`config.mk`:
```
export PLATFORM = sky130hd
export DESIGN_NAME = unordered_list_table_unit
export DESIGN_NICKNAME = d
export VERILOG_FILES = /design/src/rtl/ult_pkg.sv /design/src/rtl/ult_ram.sv /design/src/rtl/unordered_list_table_unit.sv
export SDC_FILE = /design/constraint.sdc
export NUM_CORES = 1
export LEC_CHECK = 0
export BUFFER_PORTS_ARGS = -buffer_cell sky130_fd_sc_hd__buf_2
export CAP_MARGIN = 10
export CORE_MARGIN = 2
export CORE_UTILIZATION = 45
export DETAILED_ROUTE_END_ITERATION = 6
export PLACE_DENSITY = 0.63
export SLEW_MARGIN = 20
export SYNTH_ARGS = -nofsm -noshare
export SYNTH_HDL_FRONTEND = slang
export SYNTH_SLANG_ARGS = --single-unit
```
`constraint.sdc`:
```
create_clock -name clk_i -period 8.61 [get_ports clk_i]
set_input_delay 1.722 -clock clk_i [delete_from_list [all_inputs] [get_ports clk_i]]
set_output_delay 1.722 -clock clk_i [all_outputs]
set_load 0.03 [all_outputs]
```
`src/rtl/ult_pkg.sv`:
```
// ----------------------------------------------------------------------------
// ult_pkg: shared types and constants for the unordered list table
// Command codes, controller states and register map.
// ----------------------------------------------------------------------------
`default_nettype none

package ult_pkg;

  localparam int ValueW = 32;
  localparam int CountW = 5;
  localparam int CmdW   = 2;
  localparam int AddrW  = 3;

  // register map (index = paddr[2])
  localparam logic REG_CAPACITY = 1'b0;

  localparam logic [CountW-1:0] CapacityReset = 5'd16;

  typedef enum logic [CmdW-1:0] {
    CMD_APPEND = 2'd0,
    CMD_SEARCH = 2'd1,
    CMD_REMOVE = 2'd2
  } cmd_e;

  typedef enum logic [3:0] {
    ST_IDLE = 4'b0001,
    ST_CMP  = 4'b0010,
    ST_MOVE = 4'b0100,
    ST_RESP = 4'b1000
  } state_e;

endpackage

`default_nettype wire

```
`src/rtl/ult_ram.sv`:
```
// ----------------------------------------------------------------------------
// ult_ram: generic single-write, single-read RAM
// One write port and one read port, read data registered.
// ----------------------------------------------------------------------------
`default_nettype none

module ult_ram #(
  parameter int WIDTH = 32,
  parameter int DEPTH = 16,
  parameter int AW    = (DEPTH > 1) ? $clog2(DEPTH) : 1
) (
  input  wire logic             clk_i,
  input  wire logic             we_i,
  input  wire logic [AW-1:0]    waddr_i,
  input  wire logic [WIDTH-1:0] wdata_i,
  input  wire logic             re_i,
  input  wire logic [AW-1:0]    raddr_i,
  output logic      [WIDTH-1:0] rdata_o
);

  logic [WIDTH-1:0] mem_q [DEPTH];

  always_ff @(posedge clk_i) begin
    if (we_i) begin
      mem_q[waddr_i] <= wdata_i;
    end
  end

  always_ff @(posedge clk_i) begin
    if (re_i) begin
      rdata_o <= mem_q[raddr_i];
    end
  end

endmodule

`default_nettype wire

```
`src/rtl/unordered_list_table_unit.sv`:
```
// ----------------------------------------------------------------------------
// unordered_list_table_unit: unordered table of signed 32-bit values
// Append, search (lowest index) and remove-all (move last into the hole).
//
//  channel   dir  fields (low bit up)              transaction when
//  s_axis    in   tuser: command  tdata: value     tvalid & tready
//  m_axis    out  tuser: ok       tdata: position  tvalid & tready
//  apb       in   pwdata[4:0]: capacity @ 0x0      psel & penable & pwrite
//
// Append writes the RAM as the command is taken, then passes through ST_RESP
// to the output register. Search compares one stored entry per cycle through
// the RAM read port. Remove-all scans the same way; each removal reads the
// last entry and writes it into the hole in ST_MOVE. The table RAM needs no
// clearing after reset; capacity resets to 16. A stalled output holds one
// result while the next command is accepted.
// ----------------------------------------------------------------------------
`default_nettype none

module unordered_list_table_unit
  import ult_pkg::*;
#(
  parameter int DEPTH = 16
) (
  input  wire logic              clk_i,
  input  wire logic              rst_ni,
  // command stream
  input  wire logic              s_axis_tvalid,
  output logic                   s_axis_tready,
  input  wire logic [ValueW-1:0] s_axis_tdata,   // [31:0] value
  input  wire logic [CmdW-1:0]   s_axis_tuser,   // [1:0] command
  // result stream
  output logic                   m_axis_tvalid,
  input  wire logic              m_axis_tready,
  output logic [7:0]             m_axis_tdata,   // [4:0] position, [7:5] zero
  output logic                   m_axis_tuser,   // [0] ok
  // configuration
  input  wire logic              psel,
  input  wire logic              penable,
  input  wire logic              pwrite,
  input  wire logic [AddrW-1:0]  paddr,
  input  wire logic [31:0]       pwdata,
  output logic      [31:0]       prdata,
  output logic                   pready
);

  localparam int AW = (DEPTH > 1) ? $clog2(DEPTH) : 1;
  localparam logic [CountW-1:0] DepthSat = (DEPTH > 31) ? 5'd31 : 5'(DEPTH);

  function automatic logic [AW-1:0] to_addr(input logic [CountW-1:0] c);
    logic [AW+CountW-1:0] w;
    w = {{AW{1'b0}}, c};
    return w[AW-1:0];
  endfunction

  state_e              state_q, state_d;
  logic                rmv_q, rmv_d;        // 1: remove-all, 0: search
  logic [ValueW-1:0]   val_q, val_d;
  logic [CountW-1:0]   idx_q, idx_d;
  logic [CountW-1:0]   cnt_q, cnt_d;
  logic                hit_q, hit_d;
  logic                res_ok_q, res_ok_d;
  logic [CountW-1:0]   res_pos_q, res_pos_d;
  logic                m_valid_q, m_valid_d;
  logic                out_ok_q, out_ok_d;
  logic [CountW-1:0]   out_pos_q, out_pos_d;
  logic [CountW-1:0]   cap_q;
  logic                fwd_q;
  logic [ValueW-1:0]   fwd_data_q;

  logic                we, re;
  logic [AW-1:0]       waddr, raddr;
  logic [ValueW-1:0]   wdata, ram_rdata, rdata;
  logic [CountW-1:0]   eff_cap, idx_inc, cnt_dec;
  logic                in_hs, cfg_wr, match, more;

  // ---------------------------------------------------------------- config
  assign pready = 1'b1;
  assign cfg_wr = psel && penable && pwrite;
  assign prdata = (paddr[2] == REG_CAPACITY) ? {27'd0, cap_q} : 32'd0;

  always_ff @(posedge clk_i or negedge rst_ni) begin
    if (!rst_ni) begin
      cap_q <= CapacityReset;
    end else if (cfg_wr && paddr[2] == REG_CAPACITY) begin
      cap_q <= pwdata[CountW-1:0];
    end
  end

  assign eff_cap = (int'(cap_q) < DEPTH) ? cap_q : DepthSat;

  // ---------------------------------------------------------------- table
  ult_ram #(
    .WIDTH (ValueW),
    .DEPTH (DEPTH),
    .AW    (AW)
  ) u_ram (
    .clk_i   (clk_i),
    .we_i    (we),
    .waddr_i (waddr),
    .wdata_i (wdata),
    .re_i    (re),
    .raddr_i (raddr),
    .rdata_o (ram_rdata)
  );

  // read of the entry written in the same cycle gets the new data
  assign rdata = fwd_q ? fwd_data_q : ram_rdata;

  always_ff @(posedge clk_i) begin
    fwd_q      <= we && re && (waddr == raddr);
    fwd_data_q <= wdata;
  end

  // ---------------------------------------------------------------- control
  assign s_axis_tready = (state_q == ST_IDLE);
  assign in_hs   = s_axis_tvalid && s_axis_tready;
  assign idx_inc = 5'(idx_q + 5'd1);
  assign cnt_dec = 5'(cnt_q - 5'd1);
  assign match   = (rdata == val_q);
  assign more    = (idx_inc < cnt_q);

  always_comb begin
    state_d   = state_q;
    rmv_d     = rmv_q;
    val_d     = val_q;
    idx_d     = idx_q;
    cnt_d     = cnt_q;
    hit_d     = hit_q;
    res_ok_d  = res_ok_q;
    res_pos_d = res_pos_q;
    we        = 1'b0;
    waddr     = to_addr(cnt_q);
    wdata     = s_axis_tdata;
    re        = 1'b0;
    raddr     = to_addr(idx_inc);

    case (state_q)
      ST_IDLE: begin
        if (in_hs) begin
          val_d     = s_axis_tdata;
          idx_d     = '0;
          hit_d     = 1'b0;
          res_ok_d  = 1'b0;
          res_pos_d = '0;
          state_d   = ST_RESP;
          case (cmd_e'(s_axis_tuser))
            CMD_APPEND: begin
              if (cnt_q < eff_cap) begin
                we        = 1'b1;
                cnt_d     = 5'(cnt_q + 5'd1);
                res_ok_d  = 1'b1;
                res_pos_d = 5'(cnt_q + 5'd1);
              end
            end
            CMD_SEARCH, CMD_REMOVE: begin
              rmv_d = (cmd_e'(s_axis_tuser) == CMD_REMOVE);
              if (cnt_q != '0) begin
                re      = 1'b1;
                raddr   = to_addr('0);
                state_d = ST_CMP;
              end
            end
            default: ;
          endcase
        end
      end

      ST_CMP: begin
        if (match && !rmv_q) begin
          res_ok_d  = 1'b1;
          res_pos_d = idx_q;
          state_d   = ST_RESP;
        end else if (match) begin
          // fetch the last entry to fill the hole
          cnt_d   = cnt_dec;
          hit_d   = 1'b1;
          re      = 1'b1;
          raddr   = to_addr(cnt_dec);
          state_d = ST_MOVE;
        end else if (more) begin
          idx_d = idx_inc;
          re    = 1'b1;
        end else begin
          res_ok_d  = rmv_q && hit_q;
          res_pos_d = rmv_q ? cnt_q : '0;
          state_d   = ST_RESP;
        end
      end

      ST_MOVE: begin
        // rdata is the former last entry, now stored at idx
        we    = 1'b1;
        waddr = to_addr(idx_q);
        wdata = rdata;
        if ((idx_q < cnt_q) && match) begin
          cnt_d = cnt_dec;
          re    = 1'b1;
          raddr = to_addr(cnt_dec);
        end else if ((idx_q < cnt_q) && more) begin
          idx_d   = idx_inc;
          re      = 1'b1;
          state_d = ST_CMP;
        end else begin
          res_ok_d  = hit_q;
          res_pos_d = cnt_q;
          state_d   = ST_RESP;
        end
      end

      ST_RESP: begin
        if (!m_valid_q || m_axis_tready) begin
          state_d = ST_IDLE;
        end
      end

      default: state_d = ST_IDLE;
    endcase
  end

  // output register
  always_comb begin
    m_valid_d = m_valid_q;
    out_ok_d  = out_ok_q;
    out_pos_d = out_pos_q;
    if (m_valid_q && m_axis_tready) begin
      m_valid_d = 1'b0;
    end
    if (state_q == ST_RESP && (!m_valid_q || m_axis_tready)) begin
      m_valid_d = 1'b1;
      out_ok_d  = res_ok_q;
      out_pos_d = res_pos_q;
    end
  end

  always_ff @(posedge clk_i or negedge rst_ni) begin
    if (!rst_ni) begin
      state_q   <= ST_IDLE;
      cnt_q     <= '0;
      m_valid_q <= 1'b0;
    end else begin
      state_q   <= state_d;
      cnt_q     <= cnt_d;
      m_valid_q <= m_valid_d;
    end
  end

  always_ff @(posedge clk_i) begin
    rmv_q     <= rmv_d;
    val_q     <= val_d;
    idx_q     <= idx_d;
    hit_q     <= hit_d;
    res_ok_q  <= res_ok_d;
    res_pos_q <= res_pos_d;
    out_ok_q  <= out_ok_d;
    out_pos_q <= out_pos_d;
  end

  assign m_axis_tvalid = m_valid_q;
  assign m_axis_tuser  = out_ok_q;
  assign m_axis_tdata  = {3'd0, out_pos_q};

  // ---------------------------------------------------------------- checks
  a_cnt_bound: assert property (@(posedge clk_i) disable iff (!rst_ni)
    cnt_q <= DepthSat)
    else $error("count exceeds table depth");

  a_scan_in_range: assert property (@(posedge clk_i) disable iff (!rst_ni)
    (state_q == ST_CMP) |-> (idx_q < cnt_q))
    else $error("scan index beyond count");

  a_cnt_step: assert property (@(posedge clk_i) disable iff (!rst_ni)
    !$stable(cnt_q) |-> (cnt_q == 5'($past(cnt_q) + 5'd1) ||
                         cnt_q == 5'($past(cnt_q) - 5'd1)))
    else $error("count moved by more than one");

  a_out_from_resp: assert property (@(posedge clk_i) disable iff (!rst_ni)
    $rose(m_valid_q) |-> $past(state_q == ST_RESP))
    else $error("result loaded outside response state");

endmodule

`default_nettype wire

```
==> flow_summary.yaml <==
outcome:
  status: "complete, no violations"
setup_path:
  worstSetupEndpointType: "flip-flop"
  crit_fanout: 78
  reg2reg_from: "fwd_q"
  critPathMaxStageDelay_ps: 830
  path_class: "flip-flop to flip-flop"
  r2r-end: "u_ram.rdata_o[9]"
  startpoint: "fwd_q"
  crit_path_end: "u_ram.rdata_o[9]"
  reg2regPathDepth: 12
  cp.required_ps: 8970
  ff2ff_setup_slack_ps: 2630
  crit_path_cell_trace: "buf_4 -> mux2i_1 -> xnor2_1 -> nor4_1 -> nand4_1 -> nor2_4 -> o21ai_2 -> mux2_8 -> buf_4 -> mux2i_1 -> a32oi_1 -> and4_1"
  arrival_ps: 6340
  worst_path_max_delay_cell: "mux2_8"
  critPathLaunchType: "flip-flop"
global_routing:
  grt_pass1_vias: 14330
  grt_usage_pct: 21.55
  use_met2_pct: 36.30
  antenna_found_initial: 2
  met3_usage_pct: 3.305
  grt_util_met1_pct: 29.54
  grt_pass1_wl_um: 93530
  grt_max_degree: 125
  globalRoute.busiestLayer: "met2"
  grt_overflow: 0
timing:
  rsz0062_at_grt: "false"
  worstMarginPinSlew_ps: 1096
  slew_headroom_pct: 26.80
  setup_viol: 0
  fmaxAchievable_mhz: 167.1
  timing.final.hold_violations: 0
  fin_crit_ps: 5984
  min_period_over_period_pct: 69.50
  final.setup.tns_ps: 0
  holdWs_ps: 416.3
  clock_skew_ps: 25.04
  fin_ws_ps: 2626
  drv_slew: 0
drt:
  drc: 0
  wl_um: 64620
  viasPerCell: 5.712
  firstDrtPassIters: 5
  postRouteAntennaNets: 0
  vias: 14630
  drt-initial-drc-count: 1357
  wl_per_cell_um: 25.22
logic_synthesis:
  ys_ff_latch: 643
  yosys.area.top_type_share_pct: 69.18
  ys_seq_area_share_pct: 73.20
  synth_edf_count: 595
  synth_cell_types: 60
  yosys_warnings: 0
  synth.avg_cell_area_um2: 15.48
  synth_top_cell_by_area: "edfxtp_1"
  async_reset_ff_share_pct: 2.333
  syn_inst: 1669
  synth-main-ff-cell: "edfxtp_1"
  netlist_area_mm2: 0.02583
  netlist_top_cells_area: "edfxtp_1, mux2i_1, a32oi_1"
flow_run:
  maxCapViolations: 0
place:
  gp_congestion: 0.7977
  io_buffers: 59
  place_ws_ps: 2675
  dp_hpwl_um: 32810
  dpl_cell_area_mm2: 0.02697
clock_tree:
  tritoncts: "yes"
  clkTransAtPathRegs_ps: 60
  cts_root_buffer: "clkbuf_16"
  clockBufferDepth: 3
  clock_latency_ps: 610
  postCtsSetupBuffers: 0
  cts_resized: 0
  clock-sinks: 643
  cts_buffers: 69
  cts_hold_buf: 0
  htreeDepth: 3
hold_path:
  hold_path.class: "flip-flop to flip-flop"
power:
  peakVddDrop_v: 0.0002033
  leakage_uw: 0.01003
  p_per_area_mw_per_mm2: 330.7
final_layout:
  fillCellCount: 4628
  area_growth_pct: 13.48
  fin_nets: 1845
  drive_above_1_share_pct: 15.39
  design_area_mm2: 0.02931
  antenna_cells: 0
floorplanning:
  core_region_area_mm2: 0.05660
  die-width_um: 243.6
  start_util_pct: 45.63
  die-area_mm2: 0.05933
  fp-row-count: 87
  die_h_um: 243.6
  io_pins: 120
-- cell usage after synthesis (5+ instances only) --
| master | instances |
|---|---|
| dfrtp_1 | 13 |
| a32oi_1 | 110 |
| a21oi_1 | 51 |
| xnor2_1 | 45 |
| edfxtp_1 | 595 |
| and3_1 | 12 |
| nor2_1 | 78 |
| mux2_2 | 7 |
| buf_6 | 8 |
| and4_1 | 26 |
| nor4_1 | 8 |
| clkbuf_1 | 34 |
| buf_2 | 34 |
| mux2i_1 | 170 |
| nand2_1 | 254 |
| mux4_2 | 5 |
| ha_1 | 18 |
| a221oi_1 | 5 |
| inv_1 | 20 |
| buf_4 | 35 |
| a21o_1 | 9 |
| o21ai_0 | 8 |
| nor2b_1 | 10 |
| dfxtp_1 | 33 |
| a22o_1 | 5 |
| nor3_1 | 10 |
-- cells by family (layout without fill, tap and decap cells) --
kind of cell             count (synthesis)  count (layout)  share of synthesized area (%)
buffers and inverters                  135             243                          2.868
other                                    2              31                        0.02908
flip-flops                             643             643                          73.20
multiplexers                           189             189                          7.775
AO/OA/AOI/OAI                          208             208                          6.239
XOR/XNOR                                47              47                          1.594
AND/OR/NAND/NOR                        427             427                          7.426
adder cells (fa/ha/maj)                 18              18                         0.8720
-- worst max-delay path: cells and delay by family, from the launching register on --
kind,cells,cell delay (ps)
AOI/OAI and AO/OA,2,380
and+or+nand+nor,4,1510
muxes,3,1570
buffers and inverters,2,1300
DFF,1,710
xor gates and xnor gates,1,170
-- worst min path at each step --
stage	from	cells after the start	to
2_1_floorplan	res_ok_q	0	m_axis_tuser
3_3_place_gp	res_pos_q[1]	0	out_pos_q[1]
3_5_place_dp	res_pos_q[4]	0	out_pos_q[4]
4_1_cts	res_pos_q[4]	0	out_pos_q[4]
5_1_grt	res_ok_q	0	m_axis_tuser
6_report	res_pos_q[4]	0	out_pos_q[4]
-- registers in the layout (all words and copies together), names as in the netlist, 32 cells and up --
register	cells
val_q	32
u_ram.mem_q	512
u_ram.rdata_o	32
fwd_data_q	32
-- where the power goes --
group          switching [uW]  total, uW  leakage (uW)  internal, uW
clock                    1190       2890       0.00108          1700
sequential                115       3850       0.00582          3740
combinational            1880       2950       0.00313          1070
-- layer usage --
metal / routed length, um / share of wire (%)
met1: 27320 / 42
met2: 31750 / 49
met3: 4185 / 6.5
met4: 1363 / 2.1
met5: 0 / 0
-- per-stage QoR --
step	std cells	total power, uW	utilization (%)
2_1_floorplan	1698	5943	-
3_3_place_gp	2433	6783	47.65
3_5_place_dp	2433	6833	47.65
4_1_cts	2559	9718	51.56
5_1_grt	2562	10090	51.78
6_report	2562	9693	51.78
-- cell usage in the layout (no fill, tap or decap), drive strengths merged, types with 4 or more instances in the layout --
master / synthesis / layout
a2111oi: 4 / 4
a21o: 9 / 9
a21oi: 51 / 51
a221oi: 5 / 5
a22o: 5 / 5
a32oi: 110 / 110
and3: 12 / 12
and4: 26 / 26
buf: 81 / 97
bufinv: 0 / 5
clkbuf: 34 / 94
clkinv: 0 / 22
conb: 2 / 31
dfrtp: 13 / 13
dfxtp: 33 / 33
edfxtp: 595 / 595
ha: 18 / 18
inv: 20 / 22
mux2: 11 / 11
mux2i: 173 / 173
mux4: 5 / 5
nand2: 254 / 254
nand3: 4 / 4
nor2: 80 / 80
nor2b: 10 / 10
nor3: 10 / 10
nor4: 8 / 8
o21ai: 9 / 9
xnor2: 45 / 45
-- area by class of cell --
cell class / count / area (um2) / share of cell area [%]
Multi-Input combinational cell: 920 / 6554 / 22.36
Clock inverter: 32 / 322.8 / 1.101
Timing Repair Buffer: 97 / 613.1 / 2.092
Sequential cell: 643 / 18910 / 64.51
Tap cell: 756 / 945.9 / 3.227
Clock buffer: 94 / 1892 / 6.455
Inverter: 20 / 75.07 / 0.2561
Power figures use the tool's default switching activity.
